<file path="config.mk">
export PLATFORM = sky130hd
export DESIGN_NAME = audio_gain_peak_meter
export DESIGN_NICKNAME = d
export VERILOG_FILES = /design/src/sv/agpm_pkg.sv /design/src/sv/audio_gain_peak_meter.sv /design/src/sv/agpm_scale.sv /design/src/sv/agpm_peak.sv
export VERILOG_INCLUDE_DIRS = /design/src /design/src/sv
export SDC_FILE = /design/constraint.sdc
export NUM_CORES = 1
export LEC_CHECK = 0
export BUFFER_PORTS_ARGS = -buffer_cell sky130_fd_sc_hd__buf_2
export CAP_MARGIN = 20
export CORE_ASPECT_RATIO = 0.9
export CORE_MARGIN = 3
export CORE_UTILIZATION = 30
export CTS_BUF_LIST = sky130_fd_sc_hd__clkbuf_4 sky130_fd_sc_hd__clkbuf_8
export DETAILED_ROUTE_END_ITERATION = 10
export GPL_ROUTABILITY_DRIVEN = 0
export GPL_TIMING_DRIVEN = 0
export MAX_ROUTING_LAYER = met4
export PLACE_DENSITY_LB_ADDON = 0.1
export SLEW_MARGIN = 15
export SYNTH_ARGS = -nofsm -noshare
export SYNTH_HDL_FRONTEND = slang
export SYNTH_SLANG_ARGS = --single-unit
</file>
<file path="constraint.sdc">
create_clock -name clk -period 17.9 [get_ports clk]
set_input_delay 3.58 -clock clk [delete_from_list [all_inputs] [get_ports clk]]
set_output_delay 3.58 -clock clk [all_outputs]
set_load 0.02 [all_outputs]
</file>
<file path="src/sv/audio_gain_peak_meter_assert.svh">
`ifndef AUDIO_GAIN_PEAK_METER_ASSERT_SVH
`define AUDIO_GAIN_PEAK_METER_ASSERT_SVH

// Assertion helpers; expect clk and rst_n in the enclosing scope.

// Same-cycle implication.
`define AGPM_ASSERT_NOW(lbl, ante, cons, msg) \
  lbl: assert property (@(posedge clk) disable iff (!rst_n) (ante) |-> (cons)) \
    else $error(msg);

// Next-cycle implication.
`define AGPM_ASSERT_NEXT(lbl, ante, cons, msg) \
  lbl: assert property (@(posedge clk) disable iff (!rst_n) (ante) |=> (cons)) \
    else $error(msg);

`endif

</file>
<file path="src/sv/agpm_pkg.sv">
package agpm_pkg;

  localparam int SAMPLE_W = 16;
  localparam int GAIN_W   = 17;
  localparam int OUT_W    = 32;
  localparam int PROD_W   = SAMPLE_W + GAIN_W + 1;

  localparam logic [GAIN_W-1:0] GAIN_RESET = 17'd32;

  localparam logic CH_LEFT  = 1'b0;
  localparam logic CH_RIGHT = 1'b1;

  localparam logic [OUT_W-1:0] SAT_POS = 32'h7FFF_FFFF;
  localparam logic [OUT_W-1:0] SAT_NEG = 32'h8000_0000;

  // control from the pipeline to the peak tracker
  typedef struct packed {
    logic upd;   // word moves into the result register
    logic ch;    // channel of that word
    logic last;  // word ends its packet
  } peak_ctl_t;

endpackage

</file>
<file path="src/sv/audio_gain_peak_meter.sv">
// Channel  Dir  Fields (lowest bit up)
// in_      in   tdata: sample_in[15:0]; tlast: last_of_packet
// out_     out  tdata: scaled_sample[31:0], peak_left[63:32], peak_right[95:64];
//               tuser: channel; tlast: peak_valid
// cfg_     in   wr_data: gain[16:0], written when wr_en is high
//
// Two registered stages: input register, then multiply/saturate/peak
// compare into the result register. One word per cycle sustained while out_tready
// stays high; out_tvalid rises once the word is loaded into the result register.
// in_tready holds high while the result register drains, so a stalled
// output only stops intake once both stages are full.
// rst_n is synchronous: gain back to 32, peaks cleared, channel to left.
module audio_gain_peak_meter (
  input  logic         clk,
  input  logic         rst_n,

  input  logic         in_tvalid,
  output logic         in_tready,
  input  logic [15:0]  in_tdata,     // sample_in[15:0]
  input  logic         in_tlast,     // last_of_packet

  output logic         out_tvalid,
  input  logic         out_tready,
  output logic [95:0]  out_tdata,    // scaled_sample[31:0], peak_left[63:32],
                                     // peak_right[95:64]
  output logic         out_tuser,    // channel
  output logic         out_tlast,    // peak_valid

  input  logic         cfg_wr_en,
  input  logic [16:0]  cfg_wr_data   // gain[16:0]
);

  `include "audio_gain_peak_meter_assert.svh"

  // gain register
  logic [agpm_pkg::GAIN_W-1:0] gain_r;

  always_ff @(posedge clk) begin
    if (!rst_n) begin
      gain_r <= agpm_pkg::GAIN_RESET;
    end else if (cfg_wr_en) begin
      gain_r <= cfg_wr_data;
    end
  end

  // handshake
  logic in_acc, adv;
  logic s1_valid_r, s1_valid_nxt;
  logic out_valid_r, out_valid_nxt;

  assign adv       = !out_valid_r || out_tready;   // result register free
  assign in_tready = !s1_valid_r || adv;
  assign in_acc    = in_tvalid && in_tready;

  assign s1_valid_nxt  = in_acc || (s1_valid_r && !adv);
  assign out_valid_nxt = adv ? s1_valid_r : out_valid_r;

  // channel toggle, advanced at accept
  logic toggle_r, toggle_nxt;

  always_comb begin
    toggle_nxt = toggle_r;
    if (in_acc) begin
      toggle_nxt = in_tlast ? agpm_pkg::CH_LEFT : ~toggle_r;
    end
  end

  // input stage
  logic signed [agpm_pkg::SAMPLE_W-1:0] s1_sample_r;
  logic                                 s1_last_r;
  logic                                 s1_ch_r;

  always_ff @(posedge clk) begin
    if (!rst_n) begin
      s1_valid_r  <= 1'b0;
      out_valid_r <= 1'b0;
      toggle_r    <= agpm_pkg::CH_LEFT;
    end else begin
      s1_valid_r  <= s1_valid_nxt;
      out_valid_r <= out_valid_nxt;
      toggle_r    <= toggle_nxt;
    end
  end

  always_ff @(posedge clk) begin
    if (in_acc) begin
      s1_sample_r <= in_tdata;
      s1_last_r   <= in_tlast;
      s1_ch_r     <= toggle_r;
    end
  end

  // scale and peak
  logic [agpm_pkg::OUT_W-1:0] scaled, mag, pk_left, pk_right;
  agpm_pkg::peak_ctl_t        pk_ctl;

  agpm_scale u_scale (
    .sample (s1_sample_r),
    .gain   (gain_r),
    .scaled (scaled),
    .mag    (mag)
  );

  assign pk_ctl.upd  = s1_valid_r && adv;
  assign pk_ctl.ch   = s1_ch_r;
  assign pk_ctl.last = s1_last_r;

  agpm_peak u_peak (
    .clk        (clk),
    .rst_n      (rst_n),
    .ctl        (pk_ctl),
    .mag        (mag),
    .peak_left  (pk_left),
    .peak_right (pk_right)
  );

  // result register
  logic [agpm_pkg::OUT_W-1:0] out_scaled_r, out_left_r, out_right_r;
  logic                       out_ch_r, out_last_r;

  always_ff @(posedge clk) begin
    if (pk_ctl.upd) begin
      out_scaled_r <= scaled;
      out_left_r   <= pk_left;
      out_right_r  <= pk_right;
      out_ch_r     <= s1_ch_r;
      out_last_r   <= s1_last_r;
    end
  end

  assign out_tvalid = out_valid_r;
  assign out_tdata  = {out_right_r, out_left_r, out_scaled_r};
  assign out_tuser  = out_ch_r;
  assign out_tlast  = out_last_r;

  // checks
  `AGPM_ASSERT_NEXT(a_last_resets_ch, in_acc && in_tlast, toggle_r == agpm_pkg::CH_LEFT,
    "channel toggle not back to left after packet end")
  `AGPM_ASSERT_NOW(a_peaks_zero_midpkt, out_tvalid && !out_tlast, out_tdata[95:32] == 64'd0,
    "peaks nonzero on a word that does not end its packet")
  `AGPM_ASSERT_NEXT(a_s1_held, s1_valid_r && !adv, s1_valid_r,
    "input stage dropped a word while the result register was stalled")
  `AGPM_ASSERT_NOW(a_accept_room, in_acc, !s1_valid_r || !out_valid_r || out_tready,
    "word accepted with both stages full")

endmodule

</file>
<file path="src/sv/agpm_scale.sv">
module agpm_scale (
  input  logic signed [agpm_pkg::SAMPLE_W-1:0] sample,
  input  logic        [agpm_pkg::GAIN_W-1:0]   gain,
  output logic        [agpm_pkg::OUT_W-1:0]    scaled,
  output logic        [agpm_pkg::OUT_W-1:0]    mag
);

  logic signed [agpm_pkg::PROD_W-1:0] prod;
  logic                               fits;

  assign prod = sample * $signed({1'b0, gain});

  // in range when the top three bits agree
  assign fits = (prod[33:31] == 3'b000) || (prod[33:31] == 3'b111);

  always_comb begin
    if (fits) begin
      scaled = prod[31:0];
    end else if (prod[33]) begin
      scaled = agpm_pkg::SAT_NEG;
    end else begin
      scaled = agpm_pkg::SAT_POS;
    end
  end

  // -2^31 maps to 0x8000_0000, read unsigned
  assign mag = scaled[31] ? (~scaled + 32'd1) : scaled;

endmodule

</file>
<file path="src/sv/agpm_peak.sv">
module agpm_peak (
  input  logic                         clk,
  input  logic                         rst_n,
  input  agpm_pkg::peak_ctl_t          ctl,
  input  logic [agpm_pkg::OUT_W-1:0]   mag,
  output logic [agpm_pkg::OUT_W-1:0]   peak_left,
  output logic [agpm_pkg::OUT_W-1:0]   peak_right
);

  logic [agpm_pkg::OUT_W-1:0] left_r, right_r;
  logic [agpm_pkg::OUT_W-1:0] left_nxt, right_nxt;

  always_comb begin
    left_nxt  = left_r;
    right_nxt = right_r;
    if (ctl.ch == agpm_pkg::CH_LEFT) begin
      if (mag > left_r) left_nxt = mag;
    end else begin
      if (mag > right_r) right_nxt = mag;
    end
  end

  // peaks include the current word; zero unless it ends the packet
  assign peak_left  = ctl.last ? left_nxt  : '0;
  assign peak_right = ctl.last ? right_nxt : '0;

  always_ff @(posedge clk) begin
    if (!rst_n) begin
      left_r  <= '0;
      right_r <= '0;
    end else if (ctl.upd) begin
      if (ctl.last) begin
        left_r  <= '0;
        right_r <= '0;
      end else begin
        left_r  <= left_nxt;
        right_r <= right_nxt;
      end
    end
  end

endmodule

</file>
==> summary.txt, run 1 <==
Synthesis
  • Area contributors post-synth: fa_1 (21%), edfxtp_1 (17%), ha_1 (12%)
  • Post-synth top flop: edfxtp_1
  • Syn Nets: 2651
  • Yosys warnings: 0
  • Mean post-synth cell area: 9.157 sq um
  • Distinct cell type count after synthesis: 88
  • Number of synthesized flops with an enable pin: 116
  • Post-Syn Area: 20280 sq um
  • Top-area cell type share of the netlist area: 0.2053
  • FFs w/ async S/R, synth: 0
  • Cell type with the largest total area after synthesis: fa_1
  • Seq/Total Area, Yosys: 0.2546
  • Number of standard cells after synthesis: 2215
  • Synth Register Bits: 200

Detailed routing
  • Routed met2 length: 29900 um
  • Top Metal Used: met4
  • Initial DRT Pass Iterations: 5
  • DRT Wirelength: 70830 um
  • Remaining antenna violation count after routing: 0
  • # DRC: 0
  • Via density per instance: 5.175
  • Initial drt markers: 1344
  • Via total after detailed routing: 16840
  • Post-route met1 wirelength: 34920 um
  • Met3 Routed Length: 5149 um
  • Routed wirelength normalized by instance count: 21.77 um

Placed design
  • DP Area: 22120 sq um
  • Total half-perimeter wirelength after legalization and detailed placement: 57150 um
  • Port Buf Inserts: 136

Critical path
  • Launch instance of the worst register-to-register path: s1_sample_r[11]
  • Crit-path max FO: 10
  • Critical Path Most Common Cell: fa_1
  • Worst reg-to-reg path cell count: 42
  • Reg-to-reg slack, setup: 1.35 ns
  • Kind of start point of the critical path: flip-flop
  • Slowest stage cell on the critical path: a21oi_1
  • Worst setup path category: flip-flop to flip-flop
  • Origin of the worst setup path: s1_sample_r[11]
  • Crit path to: out_right_r[31]
  • Worst EP required: 18.23 ns
  • Destination of the worst register-to-register timing path: out_right_r[31]
  • Slowest cell delay on critical path: 0.84 ns
  • Sort of element at the end of the critical path: flip-flop
  • Arrival time of the worst setup path: 16.89 ns

Cells and area
  • Fill cells: 6869
  • Post-route standard cell area excluding fillers: 22610 sq um
  • Fin nets: 2810
  • Growth of design area from synthesis to finish: 11.45%
  • Share of cells above drive strength 1: 0.09719
  • Leading cell types in the layout, fill and taps excluded: inv_1 (335), nand2_1 (231), fa_1 (208), ha_1 (189), buf_2 (155)
  • Commonest non-fill, non-tap cell in the layout: inv_1

Floorplanning
  • Area of the core region: 66260 sq um
  • Initial core utilization: 0.3061
  • Die Y-Extent: 252.7 um
  • I/O Pins: 139
  • Placement row count: 89
  • Die Outline Area: 70770 sq um
  • Die boundary width: 280.1 um

CTS
  • Root Driver: clkbuf_8
  • Count of clock tree sinks: 200
  • Buffers inserted by post-CTS timing repair: 0
  • CTS H-tree lvls: 4
  • Clock transition at the registers of the reported paths: 0.15 ns
  • Number of gates given a new drive strength after cts: 0
  • Max Buffers Root-to-Sink: 2
  • Clk_lat worst skew: 0.61 ns
  • Number of buffers created by CTS: 17
  • CTS hold repair buffers: 0
  • CTS tree: built

Timing
  • RSZ-0062 raised after global routing: no
  • Slew at the pin closest to its max-slew limit: 1.144 ns
  • Final worst-path cycle share: 0.9248
  • Number of failing hold endpoints at the final stage: 0
  • Fmax: 60.41 MHz
  • Clock period minus final worst setup slack: 16.55 ns
  • Final number of max-transition violations: 0
  • Final total negative setup slack: 0 ns
  • Max-slew headroom at the worst pin: 0.2316
  • Worst clock skew: 0.03617 ns
  • Final setup violation count: 0

Min path
  • Type of the worst min-delay path: flip-flop to flip-flop

GRT
  • Number of antenna violations at the first check in global routing: 4
  • All-Layer GR Usage: 0.2096
  • GR Overflow Total: 0
  • Maximum number of pins on one net before global-route repair: 83
  • Wire length of the first global-routing pass: 107100 um
  • Via count of the first global-routing pass: 17040

Outcome
  • Outcome: finished, final reports clean

Flow run
  • Max Cap Violations: 0

Power and ir drop
  • Cell leakage power: 9.890 nW
  • Power Density: 156.7 nW/um^2
  • IR drop worst, VDD: 0.1016 mV
-- metal layers --
metal,track usage,vias up
met4,0.04537,0
met2,0.2996,529
met5,-,-
li1,-,7756
met1,0.3029,8495
met3,0.04498,61
-- cell type report --
class	count	area [sq um]	share of cell area
multi-input combinational	1562	13400	0.5928
clock buffer	17	234.0	0.01035
timing repair buffer	140	750.7	0.03321
antenna	3	7.507	0.0003321
inverter	339	1277	0.05651
sequential	200	5165	0.2285
clock inverter	15	232.7	0.01030
buffer	114	456.7	0.02020
tap	864	1081	0.04782
-- cell usage after synthesis (16+ instances only) --
cell and instances:
mux2i_1 19, a32o_1 17, nand2_1 231, nand3_1 38
a21o_1 32, edfxtp_1 116, ha_1 189, dfxtp_1 84
a22o_1 31, o21a_1 16, nand2b_1 17, xnor2_1 18
buf_2 19, clkbuf_1 84, and2_1 137, a21oi_1 115
nand4_1 32, o21ai_0 79, nor2b_1 24, nor2_1 125
inv_1 336, fa_1 208, a22oi_1 24
-- flip-flops by register name (all words and copies together) (netlist names) --
name	flops
out_left_r	32
out_right_r	32
out_scaled_r	32
u_peak.left_r	32
u_peak.right_r	32
gain_r	17
s1_sample_r	16
out_tlast	1
out_tuser	1
out_tvalid	1
s1_ch_r	1
s1_last_r	1
s1_valid_r	1
toggle_r	1
-- worst min path at each step --
stage                            startpoint                end  slack [ns]  cells past startpoint
after floorplan            u_peak.left_r[2]   u_peak.left_r[2]        0.43                      2
after global placement     u_peak.left_r[2]   u_peak.left_r[2]        0.44                      2
after detailed placement           toggle_r            s1_ch_r        0.45                      0
after CTS                  u_peak.left_r[2]   u_peak.left_r[2]        0.48                      2
after global routing      u_peak.right_r[2]  u_peak.right_r[2]        0.49                      2
final                     u_peak.right_r[2]  u_peak.right_r[2]        0.47                      2
-- cell families (layout without fill, tap and decap cells) --
logic type / after synthesis / count (layout) / share of synthesized area
other: 0 / 3 / 0
XOR/XNOR: 28 / 28 / 0.01209
multiplexers: 24 / 24 / 0.01215
buffers and inverters: 453 / 625 / 0.08525
adder cells (fa/ha/maj): 397 / 397 / 0.3219
AO/OA/AOI/OAI: 436 / 436 / 0.1479
flip-flops: 200 / 200 / 0.2546
AND/OR/NAND/NOR: 677 / 677 / 0.1661
-- power by group --
part	switching, mW	leakage [nW]	internal (mW)
clock	0.235	0.231	0.118
sequential	0.0318	1.81	0.561
combinational	1.73	7.85	0.868
-- worst max-delay path: cells and delay by family (launching register included) --
family	cells	cell delay [ns]
compound gates	11	4.54
fa+ha+maj	9	4.13
buf+inv	8	2.92
flops	1	0.71
simple gates	14	3.96
-- per-stage QoR --
stage | std cells | worst slack (ns) | util | hold WS, ns | total power [mW]
CTS | 3250 | 1.811 | 0.3410 | 0.4766 | 3.530
detailed placement | 3218 | 1.923 | 0.3339 | 0.4501 | 3.157
finish | 3254 | 1.346 | 0.3412 | 0.4741 | 3.542
floorplan | 2215 | 6.216 | - | 0.4319 | 2.343
global route | 3252 | 0.6920 | 0.3411 | 0.4931 | 3.878
global placement | 3215 | 1.863 | 0.3327 | 0.4418 | 3.144
No activity file was read; power rests on OpenSTA's default activity.
==> run 2: changes to the inputs <==
--- a/config.mk
+++ b/config.mk
@@ -17,6 +17,7 @@
 export GPL_TIMING_DRIVEN = 0
 export MAX_ROUTING_LAYER = met4
 export PLACE_DENSITY_LB_ADDON = 0.1
+export RECOVER_POWER = 50
 export SLEW_MARGIN = 15
 export SYNTH_ARGS = -nofsm -noshare
 export SYNTH_HDL_FRONTEND = slang
==> constraint.sdc (replaced) <==
create_clock -name clk -period 19.3 [get_ports clk]
set_input_delay 3.86 -clock clk [delete_from_list [all_inputs] [get_ports clk]]
set_output_delay 3.86 -clock clk [all_outputs]
set_load 0.02 [all_outputs]
==> summary.txt, run 2 (synthesized netlist as in run 1, its figures left out) <==
Floorplanning
  • Placement row count: 89 (unchanged)
  • Area of the core region: 66260 sq um (unchanged)
  • Die Y-Extent: 252.7 um (unchanged)
  • Die Outline Area: 70770 sq um (unchanged)
  • Initial core utilization: 0.3061 (unchanged)
  • Die boundary width: 280.1 um (unchanged)
  • I/O Pins: 139 (unchanged)

CTS
  • Clk_lat worst skew: 0.61 ns (about the same)
  • CTS hold repair buffers: 0 (unchanged)
  • Buffers inserted by post-CTS timing repair: 0 (unchanged)
  • Clock transition at the registers of the reported paths: 0.15 ns (about the same)
  • Number of gates given a new drive strength after cts: 0 (unchanged)
  • Max Buffers Root-to-Sink: 2 (unchanged)
  • CTS tree: built
  • CTS H-tree lvls: 4 (unchanged)
  • Number of buffers created by CTS: 17 (unchanged)
  • Count of clock tree sinks: 200 (unchanged)
  • Root Driver: clkbuf_8

Cells and area
  • Fin nets: 2810 (unchanged)
  • Area occupied by registers: 5165 sq um (unchanged)
  • Post-route standard cell area excluding fillers: 22430 sq um (-0.77%)
  • Fill cells: 6918 (+0.71%)
  • Leading cell types in the layout, fill and taps excluded: inv_1 (335), nand2_1 (231), fa_1 (208), ha_1 (189), clkbuf_1 (182)
  • Commonest non-fill, non-tap cell in the layout: inv_1
  • Growth of design area from synthesis to finish: 10.59%
  • Count of non-filler cells in the finished layout: 3253 (-0.031%)
  • Share of cells above drive strength 1: 0.05614 (-0.04106)
  • Area used by multi-input combinational logic: 13400 sq um (unchanged)

Timing
  • Final total negative setup slack: 0 ns (unchanged)
  • RSZ-0062 raised after global routing: no
  • Worst clock skew: 0.03822 ns (+0.002046 ns)
  • Clock period minus final worst setup slack: 16.45 ns (-0.1042 ns)
  • Slew at the pin closest to its max-slew limit: 4.428 ns (+3.284 ns)
  • Number of failing hold endpoints at the final stage: 0 (unchanged)
  • Fmax: 60.79 MHz (+0.63%)
  • Final worst-path cycle share: 0.8523 (-0.07248)
  • Final setup violation count: 0 (unchanged)
  • Max-slew headroom at the worst pin: -1.952 (-2.184)
  • Final number of max-transition violations: 83 (+83)

GRT
  • Number of antenna violations at the first check in global routing: 4 (unchanged)
  • All-Layer GR Usage: 0.2096 (unchanged)
  • Wire length of the first global-routing pass: 107100 um (unchanged)
  • Maximum number of pins on one net before global-route repair: 83 (unchanged)
  • GR Overflow Total: 0 (unchanged)
  • Via count of the first global-routing pass: 17040 (unchanged)

Detailed routing
  • DRT Wirelength: 70810 um (about the same)
  • Routed wirelength normalized by instance count: 21.77 um (about the same)
  • Initial DRT Pass Iterations: 5 (unchanged)
  • # DRC: 0 (unchanged)
  • Initial drt markers: 1353 (+0.67%)
  • Remaining antenna violation count after routing: 0 (unchanged)
  • Via total after detailed routing: 16840 (+0.018%)
  • Via density per instance: 5.178 (about the same)

Placed design
  • Cell total after placement: 3218 (unchanged)
  • DP Area: 22120 sq um (unchanged)
  • Total half-perimeter wirelength after legalization and detailed placement: 57150 um (unchanged)
  • Port Buf Inserts: 136 (unchanged)

Critical path
  • Worst setup path category: flip-flop to flip-flop
  • Sort of element at the end of the critical path: flip-flop
  • Buf/Inv on CP: 8 (unchanged)
  • Gate family responsible for the most delay along the worst path: compound AO/OA/AOI/OAI gates
  • Slowest stage cell on the critical path: a21oi_1
  • Worst EP required: 19.64 ns (+1.41 ns)
  • Arrival time of the worst setup path: 16.79 ns (-0.10 ns)
  • Slowest cell delay on critical path: 0.77 ns (-0.07 ns)
  • Crit-path max FO: 10 (unchanged)
  • Kind of start point of the critical path: flip-flop
  • Critical Path Most Common Cell: fa_1

Power and ir drop
  • Power Density: 146.2 nW/um^2 (-6.7%)
  • IR drop worst, VDD: 0.09454 mV (-7.0%)
  • Cell leakage power: 9.576 nW (-3.2%)

Outcome
  • Violations in the final reports: capacitance limit, slew limit
  • Outcome: finished with violations

Flow run
  • Max Cap Violations: 1 (+1)

Min path
  • Type of the worst min-delay path: flip-flop to flip-flop
[run 2: path summary, 6_finish.rpt]
| path | from | endpoint | slack [ns] | cells after the start |
|---|---|---|---|---|
| hold reg to reg | u_peak.right_r[2] | u_peak.right_r[2] | 0.47 | 2 |
| setup reg to reg | s1_sample_r[11] | out_right_r[31] | 2.85 | 43 |
| setup / recovery | s1_sample_r[11] | out_right_r[31] | 2.85 | 43 |
| hold / removal | u_peak.right_r[2] | u_peak.right_r[2] | 0.47 | 2 |
[run 2: routing by layer]
metal  global-route usage  vias to the layer above  routed length, um
li1                     -                     7754                  -
met1               0.3029                     8507              34790
met2               0.2996                      521              29920
met3              0.04498                       62               5184
met4              0.04537                        0                913
met5                    -                        -                  0
[run 2: worst reg2reg max path: cells and delay by family, from the launching register on]
family | cells | cell delay [ns]
adders and majority gates | 9 | 4.11
buffers and inverters | 8 | 2.93
DFF | 1 | 0.70
AOI/OAI and AO/OA | 11 | 4.42
and+or+nand+nor | 15 | 4.02
[run 2: per-stage QoR]
step | utilization | hold slack, ns | total power, mW | worst slack (ns)
floorplan | - | 0.4319 | 2.173 | 7.616
global placement | 0.3327 | 0.4418 | 2.916 | 3.263
detailed placement | 0.3339 | 0.4501 | 2.928 | 3.323
CTS | 0.3410 | 0.4766 | 3.274 | 3.211
global route | 0.3385 | 0.4931 | 3.590 | 2.092
finish | 0.3386 | 0.4740 | 3.279 | 2.850
[run 2: cell type report]
class / instances / share of cell area
Antenna cell: 2 / 0.0002231
Timing Repair Buffer: 140 / 0.02599
Buffer: 114 / 0.02036
Clock buffer: 17 / 0.01043
Clock inverter: 15 / 0.01037
Sequential cell: 200 / 0.2303
Tap cell: 864 / 0.04819
Inverter: 339 / 0.05678
Multi-Input combinational cell: 1562 / 0.5974
[run 2: report_power, final]
part           switching, mW  total (mW)  internal (mW)
Clock                  0.217       0.326          0.109
Sequential            0.0302       0.552          0.522
Combinational           1.60        2.40          0.796
==> run 3: changes to the inputs <==
--- a/config.mk
+++ b/config.mk
@@ -21,4 +21,5 @@
 export SLEW_MARGIN = 15
 export SYNTH_ARGS = -nofsm -noshare
 export SYNTH_HDL_FRONTEND = slang
+export SYNTH_HIERARCHICAL = 1
 export SYNTH_SLANG_ARGS = --single-unit
==> summary.txt, run 3 <==
CTS
  • Root Driver: clkbuf_8
  • Buffers inserted by post-CTS timing repair: 0 (unchanged)
  • Count of clock tree sinks: 200 (unchanged)
  • Clock transition at the registers of the reported paths: 0.12 ns (-0.03 ns)
  • Number of buffers created by CTS: 17 (unchanged)
  • CTS H-tree lvls: 4 (unchanged)
  • Clk_lat worst skew: 0.58 ns (-0.03 ns)
  • Max Buffers Root-to-Sink: 2 (unchanged)
  • CTS tree: built
  • CTS hold repair buffers: 0 (unchanged)
  • Number of gates given a new drive strength after cts: 0 (unchanged)

Synthesis
  • Commonest cells in the netlist: inv_1 (332), nand2_1 (310), fa_1 (208)
  • Number of synthesized flops with an enable pin: 116 (unchanged)
  • Seq/Total Area, Yosys: 0.2566 (+0.001995)
  • Mean post-synth cell area: 9.489 sq um (+3.6%)
  • Area contributors post-synth: fa_1 (21%), edfxtp_1 (17%), ha_1 (12%)
  • Post-synth top flop: edfxtp_1
  • Top-area cell type share of the netlist area: 0.2069 (+0.001608)
  • Distinct cell type count after synthesis: 89 (+1.1%)
  • Top-count cell post-synth: inv_1
  • FFs w/ async S/R, synth: 0 (unchanged)
  • Post-Syn Area: 20130 sq um (-0.78%)
  • Cell type with the largest total area after synthesis: fa_1
  • Yosys warnings: 6 (+6)
  • Number of standard cells after synthesis: 2121 (-4.2%)
  • Syn Nets: 2557 (-3.5%)
  • Synth Register Bits: 200 (unchanged)

Detailed routing
  • DRT Wirelength: 63140 um (-11%)
  • Routed wirelength normalized by instance count: 19.96 um (-8.3%)
  • Via density per instance: 4.939 (-4.6%)
  • Initial drt markers: 1064 (-21%)
  • Via total after detailed routing: 15620 (-7.2%)
  • # DRC: 0 (unchanged)
  • Initial DRT Pass Iterations: 5 (unchanged)
  • Remaining antenna violation count after routing: 0 (unchanged)

Timing
  • Min Hold Slack: 0.4703 ns (-0.003667 ns)
  • Slew at the pin closest to its max-slew limit: 1.953 ns (-2.475 ns)
  • Fmax: 77.40 MHz (+27%)
  • Final setup violation count: 0 (unchanged)
  • Worst clock skew: 0.03455 ns (-0.003669 ns)
  • RSZ-0062 raised after global routing: no
  • Final worst-path cycle share: 0.6694 (-0.1829)
  • Worst Slack Setup Final: 6.380 ns (+3.530 ns)
  • Max-slew headroom at the worst pin: -0.3045 (+1.648)
  • Final total negative setup slack: 0 ns (unchanged)
  • Final number of max-transition violations: 85 (+2.4%)
  • Number of failing hold endpoints at the final stage: 0 (unchanged)
  • Clock period minus final worst setup slack: 12.92 ns (-3.530 ns)

GRT
  • M2 GR Usage: 0.2885 (-0.01105)
  • Wire length of the first global-routing pass: 98370 um (-8.1%)
  • Fraction of met1 tracks used by global routing: 0.2700 (-0.03289)
  • GR Overflow Total: 0 (unchanged)
  • Global routing usage on met3: 0.03127 (-0.01371)
  • All-Layer GR Usage: 0.1903 (-0.01928)
  • Grt peak-use layer: met2
  • Via count of the first global-routing pass: 16180 (-5.0%)
  • Maximum number of pins on one net before global-route repair: 30 (-64%)
  • Number of antenna violations at the first check in global routing: 3 (-1)

Outcome
  • Violations in the final reports: capacitance limit, slew limit
  • Outcome: finished with violations

Cells and area
  • Commonest non-fill, non-tap cell in the layout: inv_1
  • Fin nets: 2717 (-3.3%)
  • Share of cells above drive strength 1: 0.07890 (+0.02276)
  • Growth of design area from synthesis to finish: 10.69% (about the same)
  • Area occupied by registers: 5165 sq um (unchanged)
  • Fill cells: 6939 (+0.30%)
  • Leading cell types in the layout, fill and taps excluded: inv_1 (332), nand2_1 (310), fa_1 (208), ha_1 (189), and2_1 (127)
  • Area used by multi-input combinational logic: 13220 sq um (-1.4%)

Critical path
  • Crit-path max FO: 10 (unchanged)
  • Crit. path cell count: 39 (-9.3%)
  • Slowest cell delay on critical path: 0.84 ns (+0.07 ns)
  • Worst reg-to-reg path cell count: 39 (-9.3%)
  • Arrival time of the worst setup path: 13.31 ns (-3.48 ns)
  • Kind of start point of the critical path: flip-flop
  • Worst EP required: 19.69 ns (+0.05 ns)
  • Worst setup path category: flip-flop to flip-flop
  • Buf/Inv on CP: 11 (+3)
  • Gate family responsible for the most delay along the worst path: adder cells
  • Sort of element at the end of the critical path: flip-flop
  • Slowest stage cell on the critical path: a2111oi_1

Placed design
  • Total half-perimeter wirelength after legalization and detailed placement: 51110 um (-11%)
  • Port Buf Inserts: 137 (+0.74%)
  • Post-Place Worst Slack: 6.586 ns (+3.263 ns)

Min path
  • Type of the worst min-delay path: flip-flop to flip-flop
  • Number of cells traversed by the worst hold path: 0 (-2)

Floorplanning
  • I/O Pins: 139 (unchanged)
  • Die boundary width: 279.0 um (-0.38%)
  • Die Y-Extent: 251.7 um (-0.38%)
  • Placement row count: 89 (unchanged)
  • Die Outline Area: 70230 sq um (-0.76%)
  • Area of the core region: 66030 sq um (-0.34%)
  • Initial core utilization: 0.3048 (-0.001355)

Flow run
  • Max Cap Violations: 3 (+2)

Power and ir drop
  • Cell leakage power: 9.941 nW (+3.8%)
  • Total design power: 3.187 mW (-2.8%)
  • IR drop worst, VDD: 0.08157 mV (-14%)
  • Power Density: 143.1 nW/um^2 (-2.1%)
==> run 3: changes by cell type in the layout (fill, tap and decap cells not counted), sizes merged, moves of 15 or more <==
| cell | previous run | this run |
|---|---|---|
| a21o | 32 | 17 |
| a32o | 17 | 1 |
| nand3 | 38 | 20 |
| buf | 71 | 118 |
| a21oi | 117 | 92 |
| a22o | 31 | 65 |
| nor2 | 126 | 58 |
| mux2i | 19 | 84 |
| nand2 | 231 | 310 |
| a22oi | 24 | 2 |
| o21ai | 87 | 65 |
| clkbuf | 200 | 137 |
==> run 3: final cells by class <==
class,count,area share
tap,864,0.04853
antenna,5,0.0005616
buffer,96,0.02218
inverter,333,0.05611
sequential,200,0.2318
clock buffer,18,0.01084
timing repair buffer,141,0.02842
clock inverter,14,0.008256
multi-input combinational,1492,0.5933
==> run 3: cell families (layout without fill, tap and decap cells) <==
kind of cell	after synthesis	count (layout)	synth area share
AOI/OAI and AO/OA	338	338	0.1195
other	0	5	0
muxes	84	84	0.04178
and+or+nand+nor	633	633	0.1536
DFF	200	200	0.2566
xor gates and xnor gates	40	40	0.01741
adders and majority gates	397	397	0.3244
buffers and inverters	429	602	0.08666
==> run 3: path summary, 6_finish.rpt <==
path	from	endpoint	slack, ns
max	s1_sample_r[8]	out_left_r[1]	6.38
min	toggle_r	s1_ch_r	0.47
max reg2reg	s1_sample_r[8]	out_left_r[1]	6.38
min reg2reg	toggle_r	s1_ch_r	0.47
==> run 3: report_power, final <==
group | internal, mW | leakage [nW] | total, mW | switching (mW)
Sequential | 0.524 | 1.82 | 0.558 | 0.0344
Combinational | 0.832 | 7.91 | 2.33 | 1.50
Clock | 0.112 | 0.214 | 0.300 | 0.188
Total | 1.47 | 9.94 | 3.19 | 1.72
==> run 3: worst reg2reg max path: cells and delay by family, from the launching register on <==
family / cells / cell delay [ns]
xor gates and xnor gates: 1 / 0.16
DFF: 1 / 0.34
muxes: 1 / 0.34
AOI/OAI and AO/OA: 9 / 3.23
buffers and inverters: 11 / 2.71
and+or+nand+nor: 8 / 2.07
adders and majority gates: 9 / 3.88
==> run 3: per-layer routing <==
layer	routed length, um	vias to the layer above
met5	0	-
met3	3016	35
met1	31580	7896
met4	726	0
li1	-	7382
met2	27820	310
==> run 3: stage by stage <==
stage / cell area [sq um] / utilization / cells
final: 22280 / 0.3374 / 3163
after global routing: 22270 / 0.3372 / 3159
after CTS: 22420 / 0.3396 / 3158
after detailed placement: 22000 / 0.3331 / 3126
after global placement: 21890 / 0.3315 / 3122
after floorplan: 20130 / - / 2121
